===== src/rtl/hmbd_ram.sv =====
// generic single-port synchronous ram with registered read data
`default_nettype none

module hmbd_ram #(
    parameter int ADDR_W = 8,
    parameter int DATA_W = 8
) (
    input  wire logic              i_clk,
    input  wire logic              i_we,
    input  wire logic              i_re,
    input  wire logic [ADDR_W-1:0] i_addr,
    input  wire logic [DATA_W-1:0] i_wdata,
    output logic      [DATA_W-1:0] o_rdata
);

    logic [DATA_W-1:0] r_mem [2**ADDR_W];
    logic [DATA_W-1:0] r_q;

    always_ff @(posedge i_clk) begin
        if (i_we) begin
            r_mem[i_addr] <= i_wdata;
        end
        if (i_re) begin
            r_q <= r_mem[i_addr];
        end
    end

    assign o_rdata = r_q;

endmodule

`default_nettype wire


===== config.mk =====
export PLATFORM = sky130hd
export DESIGN_NAME = hmbd_ram
export DESIGN_NICKNAME = d
export VERILOG_FILES = /design/src/rtl/hmbd_ram.sv
export SDC_FILE = /design/constraint.sdc
export NUM_CORES = 2
export LEC_CHECK = 0
export BUFFER_PORTS_ARGS = -buffer_cell sky130_fd_sc_hd__buf_2
export CAP_MARGIN = 20
export CORE_MARGIN = 1
export CORE_UTILIZATION = 32
export CTS_BUF_LIST = sky130_fd_sc_hd__clkbuf_4 sky130_fd_sc_hd__clkbuf_8
export CTS_CLUSTER_DIAMETER = 40
export DETAILED_ROUTE_END_ITERATION = 8
export PLACE_DENSITY_LB_ADDON = 0.2
export SYNTH_ARGS = -nofsm -noshare
export SYNTH_HDL_FRONTEND = slang
export SYNTH_SLANG_ARGS = --single-unit

===== constraint.sdc =====
create_clock -name i_clk -period 3.24 [get_ports i_clk]
set_input_delay 0.486 -clock i_clk [delete_from_list [all_inputs] [get_ports i_clk]]
set_output_delay 0.486 -clock i_clk [all_outputs]
set_load 0.03 [all_outputs]

==> reports/metrics.cfg <==
[floorplanning]
start_util=0.322
fp-row-count=181
pin_count=27
die-width_um=498
core_area_um2=244000
dieArea_um2=248000
die_h_um=498

[timing]
report.final.slew_viol_count=0
fin_ws_ns=0.0254
skew_ns=0.0782
rsz0062_at_grt=false
worst_pin_slew_ns=1.29
fin_crit_ns=3.21
tns_ns=0
hold_viol=0
whs_ns=0.187
final.period_utilization=0.992
fmax_mhz=311
setup-violations-final=0
slew-limit-headroom=0.129

[synthesis]
synth_seq_area_share=0.786
netlist_area_um2=78600
synth_nets=3566
ys_types=21
avgSynthCellArea_um2=22.2
synth-seq-cells=2056
yosysWarnings=0
syn_inst=3547

[place]
port_buffers=26
place_hpwl_mm=139
gp_congestion=0.787
dp.cells=7150
placed_area_um2=87300
post-place-ws_ns=-0.583

[global_routing]
antenna_found_initial=5
grt_pass1_wl_mm=313
grt_overflow=0
grt_pass1_vias=42000
grt_max_degree=118
track_usage=0.176

[setup_path]
worstPathRequired_ns=4.01
worstRegToRegCells=7
worstSetupPathType=reg2reg
cp-start-kind=flop
worstSetupEndpointType=flop
crit_fanout=1
crit_arrival_ns=3.99

[clock_tree]
cts.htree.levels=5
clk-insertion-delay-late_ns=1.08
cts_made_buffers=377
clkTransAtPathRegs_ns=0.06
clock_sinks=2056
clockRootBuffer=clkbuf_8
cts_resized=0
post_cts_buffers=0
cts.path.max_buffers=4
holdBufCountCts=9
cts_tree=yes

[cells_and_area]
drive_above_1_share=0.381
fin_nets=4355
stdcell_count=7818
syn2layout_area_growth_pct=21.0
fill_cells=22000
post-route-util=0.390
finalInstanceArea_um2=95100

[min_path]
worstHoldPathType=in2reg
holdPathStages=5

[status]
status=finished, final reports clean

[drt]
drc=0
final_antenna_net_count=0
num_vias=39700
vias_per_cell=5.08
routed_wl_mm=219
post_drt_wl_per_cell_um=28.1
drtIter0Drc=3252
first_pass_iters=5

[power]
p_per_area_nw_per_um2=606
p_leak_nw=30.2
total_power_mw=57.7
vdd_drop_max_mv=0.420

[job]
cap_violations=0

==> cell usage after synthesis (all sizes together) <==
cell type | count | area share
or3 | 1 | 0.000080
a21oi | 128 | 0.0082
nand4 | 8 | 0.00064
inv | 1 | 0.000048
or2 | 2 | 0.00016
a22oi | 256 | 0.024
o41ai | 32 | 0.0036
nor2b | 7 | 0.00056
buf | 87 | 0.0070
nand2 | 28 | 0.0013
mux4 | 512 | 0.15
nand3 | 13 | 0.00083
nor2 | 232 | 0.011
and2 | 3 | 0.00024
nand2b | 6 | 0.00048
nor3 | 30 | 0.0019
clkbuf | 145 | 0.0069
edfxtp | 2056 | 0.79
==> final cells by class <==
class / instances / area, um^2 / area share
Antenna cell: 3 / 7.51 / 0.0000789
Clock buffer: 476 / 5950 / 0.0626
Clock inverter: 180 / 1710 / 0.0180
Inverter: 1 / 3.75 / 0.0000395
Multi-Input combinational cell: 1258 / 15800 / 0.167
Sequential cell: 2056 / 61700 / 0.649
Tap cell: 3202 / 4010 / 0.0421
Timing Repair Buffer: 642 / 5840 / 0.0614
==> cells in the final DEF, fill, tap and decap left out, types with 3 or more instances in the layout <==
cell type	instances
edfxtp_1	2056
buf_4	529
mux4_2	512
clkbuf_8	380
a22oi_1	256
nor2_1	231
a21oi_1	128
clkbuf_4	96
buf_12	77
clkinv_1	65
clkinv_2	52
bufinv_16	32
nor3_1	30
nand2_1	26
o41ai_1	26
clkinvlp_4	21
buf_2	17
buf_8	10
dlygate4sd3_1	9
nand4_1	8
nand3_2	7
o41ai_2	6
nand3_1	6
nor2b_1	5
clkinv_4	5
nand2b_1	4
inv_6	4
diode_2	3
==> power by group <==
group | switching [mW] | total [mW] | internal [mW]
Sequential | 0.0388 | 29.4 | 29.3
Clock | 10.8 | 25.4 | 14.6
Combinational | 1.79 | 2.91 | 1.12
==> worst max-delay path, stage by stage (launching register included) <==
cell and delay [ns]:
edfxtp_1 0.36, mux4_2 0.53, a22oi_1 0.22, buf_4 0.15, a21oi_1 0.13, o41ai_1 1.16, buf_4 0.29, nand4_1 0.09
==> cell families after synthesis <==
| family | Yosys count | share of synthesized area |
|---|---|---|
| AO/OA/AOI/OAI | 416 | 0.0362 |
| multiplexers | 512 | 0.147 |
| AND/OR/NAND/NOR | 330 | 0.0173 |
| flip-flops | 2056 | 0.786 |
| buffers and inverters | 233 | 0.0140 |
==> routing by layer <==
| layer | share of wire | wire [um] | GRT usage |
|---|---|---|---|
| met4 | 0.022 | 4780 | 0.0494 |
| met1 | 0.44 | 95900 | 0.240 |
| met5 | 0.00015 | 33 | 0 |
| met2 | 0.49 | 109000 | 0.291 |
| met3 | 0.046 | 10200 | 0.0291 |
==> registers in the layout (all words and copies together), names as in the netlist <==
register / flops
r_mem: 2048
o_rdata: 8
==> path summary, 6_finish.rpt <==
kind / from / end / slack (ns)
max: r_mem[239][2]$_DFFE_PP_ / o_rdata[2]$_DFFE_PP_ / 0.03
min: i_addr[7] / o_rdata[3]$_DFFE_PP_ / 0.19
max reg2reg: r_mem[239][2]$_DFFE_PP_ / o_rdata[2]$_DFFE_PP_ / 0.03
min reg2reg: r_mem[110][3]$_DFFE_PP_ / o_rdata[3]$_DFFE_PP_ / 1.12
No activity file was read; power rests on OpenSTA's default activity.
