File: src/rtl/hmbd_pkg.sv
// shared types, address map constants and command codes for the memory bus decoder
`default_nettype none

package hmbd_pkg;

    localparam int BOOT_BYTES = 256;
    localparam int BOOT_AW    = $clog2(BOOT_BYTES);
    localparam int MAIN_AW    = 16;

    localparam logic [1:0] CMD_READ  = 2'd0;
    localparam logic [1:0] CMD_WRITE = 2'd1;
    localparam logic [1:0] CMD_LOAD  = 2'd2;
    localparam logic [1:0] CMD_BOOT  = 2'd3;

    localparam logic [1:0] TGT_LOCAL = 2'd0;
    localparam logic [1:0] TGT_VIDEO = 2'd1;
    localparam logic [1:0] TGT_TIMER = 2'd2;

    localparam logic [15:0] ADDR_ROM_TOP  = 16'h7FFF;
    localparam logic [15:0] ADDR_WRAM_LO  = 16'hC000;
    localparam logic [15:0] ADDR_WRAM_HI  = 16'hDDFF;
    localparam logic [15:0] ADDR_ECHO_LO  = 16'hE000;
    localparam logic [15:0] ADDR_ECHO_HI  = 16'hFDFF;
    localparam logic [15:0] ECHO_OFFSET   = 16'h2000;
    localparam logic [15:0] ADDR_JOYP     = 16'hFF00;
    localparam logic [15:0] ADDR_SB       = 16'hFF01;
    localparam logic [15:0] ADDR_SC       = 16'hFF02;
    localparam logic [15:0] ADDR_DIV      = 16'hFF04;
    localparam logic [15:0] ADDR_TAC      = 16'hFF07;
    localparam logic [15:0] ADDR_IF       = 16'hFF0F;
    localparam logic [15:0] ADDR_LCDC     = 16'hFF40;
    localparam logic [15:0] ADDR_STAT     = 16'hFF41;
    localparam logic [15:0] ADDR_LY       = 16'hFF44;
    localparam logic [15:0] ADDR_DMA      = 16'hFF46;
    localparam logic [15:0] ADDR_BOOT_OFF = 16'hFF50;
    localparam logic [15:0] ADDR_IE       = 16'hFFFF;

    localparam logic [7:0] JOY_FIXED     = 8'hCF;
    localparam logic [7:0] JOY_SEL_MASK  = 8'h30;
    localparam logic [7:0] IF_READ_ONES  = 8'hE0;
    localparam logic [7:0] IF_JOYPAD     = 8'h10;
    localparam logic [7:0] SERIAL_START  = 8'h81;
    localparam logic [7:0] SERIAL_KEEP   = 8'h7F;
    localparam logic [7:0] LOCKOUT_DATA  = 8'hFF;

    typedef struct packed {
        logic below_io;
        logic rom;
        logic boot_range;
        logic joyp;
        logic boot_off;
        logic video;
        logic timer;
        logic iflag;
        logic ie;
        logic serial_ctl;
        logic dma_reg;
        logic echo_lo;
        logic echo_hi;
    } t_dec;

    typedef struct packed {
        logic [7:0] read_data;
        logic [1:0] target;
        logic       target_write;
        logic       serial_valid;
        logic [7:0] serial_byte;
        logic       dma_start;
        logic [7:0] dma_page;
    } t_res;

    typedef struct packed {
        logic               we;
        logic               re;
        logic [MAIN_AW-1:0] addr;
        logic [7:0]         wdata;
    } t_main_req;

    typedef struct packed {
        logic               we;
        logic               re;
        logic [BOOT_AW-1:0] addr;
        logic [7:0]         wdata;
    } t_boot_req;

endpackage

`default_nettype wire

File: src/rtl/hmbd_if.sv
// valid/ready channel interfaces for bus accesses and their results
`default_nettype none

interface hmbd_req_if;
    logic        valid;
    logic        ready;
    logic [1:0]  command;
    logic [15:0] address;
    logic [7:0]  write_data;
    logic [7:0]  keys;
    logic        dma_done;

    modport source (output valid, command, address, write_data, keys, dma_done,
                    input ready);
    modport sink   (input valid, command, address, write_data, keys, dma_done,
                    output ready);
endinterface


`default_nettype wire

File: src/rtl/hmbd_dec.sv
// address map decoder for the bus
`default_nettype none

module hmbd_dec
    import hmbd_pkg::*;
(
    input  wire logic [15:0] i_addr,
    output t_dec             o_dec
);

    always_comb begin
        o_dec.below_io   = i_addr < ADDR_JOYP;
        o_dec.rom        = i_addr <= ADDR_ROM_TOP;
        o_dec.boot_range = i_addr < 16'(BOOT_BYTES);
        o_dec.joyp       = i_addr == ADDR_JOYP;
        o_dec.boot_off   = i_addr == ADDR_BOOT_OFF;
        o_dec.video      = i_addr inside {ADDR_LCDC, ADDR_STAT, ADDR_LY};
        o_dec.timer      = i_addr inside {[ADDR_DIV:ADDR_TAC]};
        o_dec.iflag      = i_addr == ADDR_IF;
        o_dec.ie         = i_addr == ADDR_IE;
        o_dec.serial_ctl = i_addr == ADDR_SC;
        o_dec.dma_reg    = i_addr == ADDR_DMA;
        o_dec.echo_lo    = i_addr inside {[ADDR_WRAM_LO:ADDR_WRAM_HI]};
        o_dec.echo_hi    = i_addr inside {[ADDR_ECHO_LO:ADDR_ECHO_HI]};
    end

endmodule

`default_nettype wire

File: src/rtl/hmbd_ctrl.sv
// access sequencer: read-modify-write of the byte stores and the bus registers
`default_nettype none

module hmbd_ctrl
    import hmbd_pkg::*;
(
    input  wire logic      i_clk,
    input  wire logic      i_rst_n,
    hmbd_req_if.sink       i_req,
    output t_main_req      o_main,
    input  wire logic [7:0] i_main_q,
    output t_boot_req      o_boot,
    input  wire logic [7:0] i_boot_q,
    output logic           o_res_valid,
    input  wire logic      i_res_ready,
    output t_res           o_res
);

    localparam logic [3:0] S_IDLE    = 4'd0;
    localparam logic [3:0] S_DEC     = 4'd1;
    localparam logic [3:0] S_RD_WAIT = 4'd2;
    localparam logic [3:0] S_JOY     = 4'd3;
    localparam logic [3:0] S_IF_RD   = 4'd4;
    localparam logic [3:0] S_IF_WR   = 4'd5;
    localparam logic [3:0] S_SER     = 4'd6;
    localparam logic [3:0] S_WR2     = 4'd7;
    localparam logic [3:0] S_DONE    = 4'd8;

    logic [3:0]  r_state, n_state;
    logic        r_boot_mapped, n_boot_mapped;
    logic [7:0]  r_ie, n_ie;
    logic        r_dma, n_dma;
    t_res        r_res, n_res;

    logic [1:0]  r_cmd;
    logic [15:0] r_addr;
    logic [7:0]  r_wdata;
    logic [7:0]  r_keys;

    t_dec        dec;
    logic        accept;
    logic [7:0]  joy_before;
    logic [7:0]  joy_now;

    hmbd_dec u_dec (
        .i_addr (r_addr),
        .o_dec  (dec)
    );

    // joypad line merge
    function automatic logic [7:0] joy_sample(input logic [7:0] prev,
                                              input logic [7:0] keys);
        logic [7:0] now;
        logic [3:0] pull;
        now  = prev | 8'h0F;
        pull = 4'h0;
        if (!now[5]) begin
            pull = pull | keys[3:0];
        end
        if (!now[4]) begin
            pull = pull | {keys[5], keys[4], keys[6], keys[7]};
        end
        return {now[7:4], now[3:0] & ~pull};
    endfunction

    function automatic logic joy_fall(input logic [7:0] prev, input logic [7:0] now);
        return |(prev[3:0] & ~now[3:0]);
    endfunction

    assign accept      = i_req.valid && i_req.ready;
    assign i_req.ready = (r_state == S_IDLE);
    assign o_res_valid = (r_state == S_DONE);
    assign o_res       = r_res;

    assign joy_before  = (r_state == S_JOY) ? i_main_q : (JOY_FIXED | (r_wdata & JOY_SEL_MASK));
    assign joy_now     = joy_sample(joy_before, r_keys);

    always_comb begin
        n_state       = r_state;
        n_boot_mapped = r_boot_mapped;
        n_ie          = r_ie;
        n_dma         = r_dma;
        n_res         = r_res;
        o_main        = '0;
        o_boot        = '0;

        case (r_state)
            S_IDLE: begin
                if (i_req.valid) begin
                    n_res   = '0;
                    n_dma   = r_dma && !i_req.dma_done;
                    n_state = S_DEC;
                end
            end
            S_DEC: begin
                n_state = S_DONE;
                case (r_cmd)
                    CMD_LOAD: begin
                        o_main.we    = 1'b1;
                        o_main.addr  = r_addr;
                        o_main.wdata = r_wdata;
                    end
                    CMD_BOOT: begin
                        if (dec.boot_range) begin
                            o_boot.we    = 1'b1;
                            o_boot.addr  = r_addr[BOOT_AW-1:0];
                            o_boot.wdata = r_wdata;
                        end
                    end
                    CMD_READ: begin
                        if (r_dma && dec.below_io) begin
                            n_res.read_data = LOCKOUT_DATA;
                        end else if (dec.joyp) begin
                            o_main.re   = 1'b1;
                            o_main.addr = ADDR_JOYP;
                            n_state     = S_JOY;
                        end else if (dec.boot_range && r_boot_mapped) begin
                            o_boot.re   = 1'b1;
                            o_boot.addr = r_addr[BOOT_AW-1:0];
                            n_state     = S_RD_WAIT;
                        end else if (dec.video) begin
                            n_res.target = TGT_VIDEO;
                        end else if (dec.timer) begin
                            n_res.target = TGT_TIMER;
                        end else if (dec.ie) begin
                            n_res.read_data = r_ie;
                        end else begin
                            o_main.re   = 1'b1;
                            o_main.addr = r_addr;
                            n_state     = S_RD_WAIT;
                        end
                    end
                    default: begin
                        if ((r_dma && dec.below_io) || dec.rom) begin
                            n_state = S_DONE;
                        end else if (dec.joyp) begin
                            o_main.we    = 1'b1;
                            o_main.addr  = ADDR_JOYP;
                            o_main.wdata = joy_now;
                            if (joy_fall(joy_before, joy_now)) begin
                                n_state = S_IF_RD;
                            end
                        end else if (dec.boot_off) begin
                            n_boot_mapped = 1'b0;
                        end else if (dec.video) begin
                            n_res.target       = TGT_VIDEO;
                            n_res.target_write = 1'b1;
                        end else if (dec.timer) begin
                            n_res.target       = TGT_TIMER;
                            n_res.target_write = 1'b1;
                        end else if (dec.ie) begin
                            n_ie = r_wdata;
                        end else if (dec.serial_ctl && r_wdata == SERIAL_START) begin
                            o_main.re   = 1'b1;
                            o_main.addr = ADDR_SB;
                            n_state     = S_SER;
                        end else if (dec.echo_lo) begin
                            o_main.we    = 1'b1;
                            o_main.addr  = r_addr + ECHO_OFFSET;
                            o_main.wdata = r_wdata;
                            n_state      = S_WR2;
                        end else if (dec.echo_hi) begin
                            o_main.we    = 1'b1;
                            o_main.addr  = r_addr - ECHO_OFFSET;
                            o_main.wdata = r_wdata;
                            n_state      = S_WR2;
                        end else begin
                            o_main.we    = 1'b1;
                            o_main.addr  = r_addr;
                            o_main.wdata = r_wdata;
                            if (dec.dma_reg) begin
                                n_dma           = 1'b1;
                                n_res.dma_start = 1'b1;
                                n_res.dma_page  = r_wdata;
                            end
                        end
                    end
                endcase
            end
            S_RD_WAIT: begin
                if (dec.boot_range && r_boot_mapped) begin
                    n_res.read_data = i_boot_q;
                end else if (dec.iflag) begin
                    n_res.read_data = i_main_q | IF_READ_ONES;
                end else begin
                    n_res.read_data = i_main_q;
                end
                n_state = S_DONE;
            end
            S_JOY: begin
                o_main.we       = 1'b1;
                o_main.addr     = ADDR_JOYP;
                o_main.wdata    = joy_now;
                n_res.read_data = joy_now;
                n_state         = joy_fall(joy_before, joy_now) ? S_IF_RD : S_DONE;
            end
            S_IF_RD: begin
                o_main.re   = 1'b1;
                o_main.addr = ADDR_IF;
                n_state     = S_IF_WR;
            end
            S_IF_WR: begin
                o_main.we    = 1'b1;
                o_main.addr  = ADDR_IF;
                o_main.wdata = i_main_q | IF_JOYPAD;
                n_state      = S_DONE;
            end
            S_SER: begin
                n_res.serial_valid = 1'b1;
                n_res.serial_byte  = i_main_q;
                o_main.we          = 1'b1;
                o_main.addr        = ADDR_SC;
                o_main.wdata       = r_wdata & SERIAL_KEEP;
                n_state            = S_DONE;
            end
            S_WR2: begin
                o_main.we    = 1'b1;
                o_main.addr  = r_addr;
                o_main.wdata = r_wdata;
                n_state      = S_DONE;
            end
            S_DONE: begin
                if (i_res_ready) begin
                    n_state = S_IDLE;
                end
            end
            default: begin
                n_state = S_IDLE;
            end
        endcase
    end

    always_ff @(posedge i_clk) begin
        if (!i_rst_n) begin
            r_state       <= S_IDLE;
            r_boot_mapped <= 1'b1;
            r_ie          <= 8'h00;
            r_dma         <= 1'b0;
            r_res         <= '0;
        end else begin
            r_state       <= n_state;
            r_boot_mapped <= n_boot_mapped;
            r_ie          <= n_ie;
            r_dma         <= n_dma;
            r_res         <= n_res;
        end
    end

    always_ff @(posedge i_clk) begin
        if (accept) begin
            r_cmd   <= i_req.command;
            r_addr  <= i_req.address;
            r_wdata <= i_req.write_data;
            r_keys  <= i_req.keys;
        end
    end

endmodule

`default_nettype wire

File: src/flat_wrapper.sv
// flat-port wrapper written by rule: the top's interface ports become plain ports
module hmbd_ctrl_flat import hmbd_pkg::*;
  (i_clk, i_rst_n, o_main, i_main_q, o_boot, i_boot_q, o_res_valid, i_res_ready, o_res, i_req_valid, i_req_command, i_req_address, i_req_write_data, i_req_keys, i_req_dma_done, i_req_ready);
  hmbd_req_if i_req_i ();
  input  wire logic i_clk;
  input  wire logic i_rst_n;
  output t_main_req o_main;
  input  wire logic [7:0] i_main_q;
  output t_boot_req o_boot;
  input  wire logic [7:0] i_boot_q;
  output logic o_res_valid;
  input  wire logic i_res_ready;
  output t_res o_res;
  input wire logic [$bits(i_req_i.valid)-1:0] i_req_valid;
  input wire logic [$bits(i_req_i.command)-1:0] i_req_command;
  input wire logic [$bits(i_req_i.address)-1:0] i_req_address;
  input wire logic [$bits(i_req_i.write_data)-1:0] i_req_write_data;
  input wire logic [$bits(i_req_i.keys)-1:0] i_req_keys;
  input wire logic [$bits(i_req_i.dma_done)-1:0] i_req_dma_done;
  output wire logic [$bits(i_req_i.ready)-1:0] i_req_ready;
  assign i_req_i.valid = i_req_valid;
  assign i_req_i.command = i_req_command;
  assign i_req_i.address = i_req_address;
  assign i_req_i.write_data = i_req_write_data;
  assign i_req_i.keys = i_req_keys;
  assign i_req_i.dma_done = i_req_dma_done;
  assign i_req_ready = i_req_i.ready;
  hmbd_ctrl u_core (.i_clk(i_clk), .i_rst_n(i_rst_n), .i_req(i_req_i), .o_main(o_main), .i_main_q(i_main_q), .o_boot(o_boot), .i_boot_q(i_boot_q), .o_res_valid(o_res_valid), .i_res_ready(i_res_ready), .o_res(o_res));
endmodule
File: config.mk
export PLATFORM = sky130hd
export DESIGN_NAME = hmbd_ctrl_flat
export DESIGN_NICKNAME = d
export VERILOG_FILES = /design/src/rtl/hmbd_pkg.sv /design/src/rtl/hmbd_if.sv /design/src/rtl/hmbd_dec.sv /design/src/rtl/hmbd_ctrl.sv /design/src/flat_wrapper.sv
export SDC_FILE = /design/constraint.sdc
export NUM_CORES = 1
export LEC_CHECK = 0
export BUFFER_PORTS_ARGS = -buffer_cell sky130_fd_sc_hd__buf_4
export CORE_UTILIZATION = 25
export DETAILED_ROUTE_END_ITERATION = 8
export GPL_TIMING_DRIVEN = 0
export SYNTH_ARGS = -nofsm -noshare
export SYNTH_HDL_FRONTEND = slang
export SYNTH_SLANG_ARGS = --single-unit
File: constraint.sdc
create_clock -name i_clk -period 3.36 [get_ports i_clk]
set_input_delay 0 -clock i_clk [delete_from_list [all_inputs] [get_ports i_clk]]
set_output_delay 0 -clock i_clk [all_outputs]
set_load 0.01 [all_outputs]
==> qor.csv <==
stage;metric;value;unit
outcome;failing checks;DRC;
finish;design area;6670;µm²
logic_synthesis;proportion of netlist area held by the largest area contributor;21.7;%
cts;# clock sinks;77;
die;starting utilization of the core area;25.8;%
place;PortBufs;129;
timing;final hold violations;0;
place;Placement Setup Slack;0.437;ns
route;ANT nets after route;0;
route;DR iter-0 viols;406;
logic_synthesis;Netlist cell types;72;
logic_synthesis;Post-Synthesis Cells;521;
timing;max-slew violation count;0;
global_route;Total Routing Usage GR;19.0;%
route;DRT Pass-1 Iters;7;
outcome;status;finished with violations;
flow_run;max-cap violation count;0;
cts;Inserted Clock Buffers;9;
die;Die X;139;µm
hold_path;HP Class;in2reg;
critical_path;Worst setup SP type;flop;
route;wire length per cell;19.4;µm
logic_synthesis;Seq cells post-synth;77;
cts;post-CTS sizing;0;
critical_path;Crit path required time;3.36;ns
logic_synthesis;mux share of post-synthesis cell area;5.54;%
logic_synthesis;ys flop type;dfxtp_1;
die;Die ar.;19300;µm²
logic_synthesis;count leader, synth;nor2_1;
place;placer congestion estimate;0.944;
logic_synthesis;Post-Syn Area per Cell;9.01;µm²
logic_synthesis;largest family of logic cells by synthesized area;compound AO/OA/AOI/OAI gates;
logic_synthesis;Synth warnings;0;
cts;CTS clk-pin slew, worst paths;0.06;ns
logic_synthesis;Seq/Total Area, Yosys;40.1;%
critical_path;Setup crit end kind;output port;
hold_path;cell depth of the worst hold path;3;
route;residual DRC count;6;
logic_synthesis;EDFF count, synth;34;
global_route;initial antenna violation count;0;
critical_path;RR Startpoint;u_core.r_state[2]$_SDFFE_PN0P_;
die;Core Area;18200;µm²
cts;maximum clock path buffer count;2;
timing;setup violators final;0;
pwr;switching portion of total power;32.3;%
logic_synthesis;post-synthesis adder-cell area fraction;1.60;%
logic_synthesis;Synth area leader;edfxtp_1;
timing;Worst Skew;0.00945;ns
timing;fmax;0.316;GHz
global_route;first-pass GRT wire length;27900;µm
cts;CTS tree;done;
logic_synthesis;Post-Syn Area;4700;µm²
global_route;largest net degree at the start of global routing;38;
logic_synthesis;post-synthesis compound-gate area fraction;24.3;%
pwr;Internal Pwr Total;1.90;mW
hold_path;Worst Hold Path EP;u_core.o_res[14]$_SDFFE_PN0P_;
route;total wire length;18200;µm
finish;Post-Route Utilization;36.6;%
timing;crit share post-route;94.3;%
place;placed inst area;5950;µm²
cts;H-Tree Depth;3;
hold_path;Hold Path Origin;i_main_q[5];
critical_path;Crit Path Max Fanout;10;
logic_synthesis;simple-gate share of the synthesized area;23.7;%
critical_path;WP data arrival;3.17;ns
route;Via Count;4927;
logic_synthesis;XOR/XNOR Fraction of Synth Area;0.187;%
timing;worst setup slack after layout;0.193;ns
cts;CTS root buf;clkbuf_16;
pwr;Max VDD drop;0.232;mV
pwr;Logic pwr share;25.8;%
logic_synthesis;most frequent cells after synthesis;nor2_1 (56), dfxtp_1 (43), edfxtp_1 (34), a21oi_1 (29), mux2i_1 (26);
timing;min cycle time layout;3.17;ns
logic_synthesis;asr flop ratio synth;0;%
logic_synthesis;largest cells by area after synthesis;edfxtp_1 (22%), dfxtp_1 (18%), mux2i_1 (5.5%);
critical_path;RR Endpoint;u_core.o_res[14]$_SDFFE_PN0P_;
die;Die Y-Extent;139;µm
timing;RSZ-0062 raised after global routing;false;
cts;Post-CTS Setup Bufs;0;
critical_path;cells on worst reg2reg path;9;
cts;worst skew pair latency;0.35;ns
pwr;P_leak;2.65;nW
logic_synthesis;syn_nets;582;
pwr;clock network power share;33.9;%
finish;nets;765;
cts;Hold Buf Count CTS;43;
timing;Slew @ Worst Pin;0.875;ns
place;DP HPWL;13500;µm
global_route;grt ovf;0;
finish;fraction of layout cells with a size suffix above 1;24.1;%
timing;relative slew slack;41.7;%
die;Boundary Pins;130;
finish;# diodes;0;
route;Via-to-Cell Ratio;5.25;
die;Cell Rows;49;
pwr;pwr/cell area;420;nW/µm²
critical_path;crit path kind;reg2out;
critical_path;worst reg2reg setup slack;0.51;ns
finish;Layout Area Growth over Synthesis;42.0;%
pwr;NetSw;0.905;mW
global_route;vias in the first global route;4785;
pwr;Sequential Power Share;40.3;%
[sequential cells by signal (all words and copies together) (netlist names)]
signal                flops
u_core.r_ie               8
u_core.r_boot_mapped      1
u_core.r_keys             8
u_core.r_state            4
u_core.r_wdata            8
u_core.r_dma              1
u_core.o_res             29
u_core.r_addr            16
u_core.r_cmd              2
[power groups by stage]
stage | combinational [mW] | sequential, mW | clock, mW
6_report | 0.723 | 1.13 | 0.951
5_1_grt | 0.778 | 1.14 | 1.01
4_1_cts | 0.719 | 1.13 | 0.978
3_5_place_dp | 0.676 | 1.15 | 0
3_3_place_gp | 0.677 | 1.15 | 0
2_1_floorplan | 0.407 | 1.12 | 0
[per-stage QoR]
stage	hold WS [ns]	total power, mW	TNS (ns)	instances
after floorplan	0.0619	1.53	0	521
after global placement	0.179	1.83	-1.37	879
after detailed placement	0.179	1.82	0	879
after CTS	0.00842	2.83	0	938
after global routing	0.0385	2.93	0	938
final	0.0160	2.80	0	938
[cell families (layout without fill, tap and decap cells)]
kind of cell / count (synthesis) / count (layout)
flops: 77 / 77
simple gates: 204 / 204
buf+inv: 51 / 239
mux: 26 / 26
xor+xnor: 1 / 1
compound gates: 156 / 156
fa+ha+maj: 6 / 6
[routing by layer]
layer,wire length (µm),vias to the layer above,global-route usage (%),part of all wire [%]
met4,529,0,8.71,2.9
li1,-,2352,-,-
met1,8200,2347,25.7,45
met2,8250,196,29.2,45
met3,1210,32,3.45,6.7
met5,0,-,0,0
[layout make-up]
type | count | area (µm²)
buffer | 34 | 153
multi-input combinational | 393 | 2600
tap | 229 | 287
fill | 1850 | 11500
sequential | 77 | 1880
clock buffer | 12 | 256
timing repair buffer | 172 | 1400
inverter | 17 | 63.8
clock inverter | 4 | 28.8
[layout by cell type (no fill, tap or decap), drive strengths merged, types with 6 or more instances in the layout]
master / instances
a211oi: 10
a21o: 8
a21oi: 30
a22oi: 13
and2: 19
and3: 7
buf: 142
clkbuf: 33
dfxtp: 43
dlygate4sd3: 43
edfxtp: 34
ha: 6
inv: 20
mux2i: 26
nand2: 25
nand2b: 14
nand3: 15
nand4: 9
nor2: 57
nor2b: 13
nor3: 12
nor4: 11
o21ai: 27
o22ai: 9
[worst max-delay path: stages (launching register included)]
cell      delay (ns)
dfxtp_1         0.30
buf_2           0.18
nand2b_1        0.23
nor3_1          0.46
clkbuf_1        0.45
clkbuf_1        0.55
nand2_1         0.19
a31oi_1         0.29
buf_4           0.17
[worst max path at each step]
stage / start / cells after the start / to / slack, ns
floorplan: u_core.r_state[2]$_SDFFE_PN0P_ / 9 / u_core.o_res[10]$_SDFFE_PN0P_ / 0.63
global placement: u_core.r_state[2]$_SDFFE_PN0P_ / 9 / u_core.o_res[15]$_SDFFE_PN0P_ / -0.18
detailed placement: u_core.r_state[2]$_SDFFE_PN0P_ / 9 / u_core.o_res[9]$_SDFFE_PN0P_ / 0.44
CTS: u_core.r_state[0]$_SDFFE_PN0P_ / 8 / o_main[9] / 0.21
global route: u_core.r_state[0]$_SDFFE_PN0P_ / 8 / o_main[9] / 0.02
finish: u_core.r_state[0]$_SDFFE_PN0P_ / 8 / o_main[9] / 0.19
No activity file was read; power rests on OpenSTA's default activity.
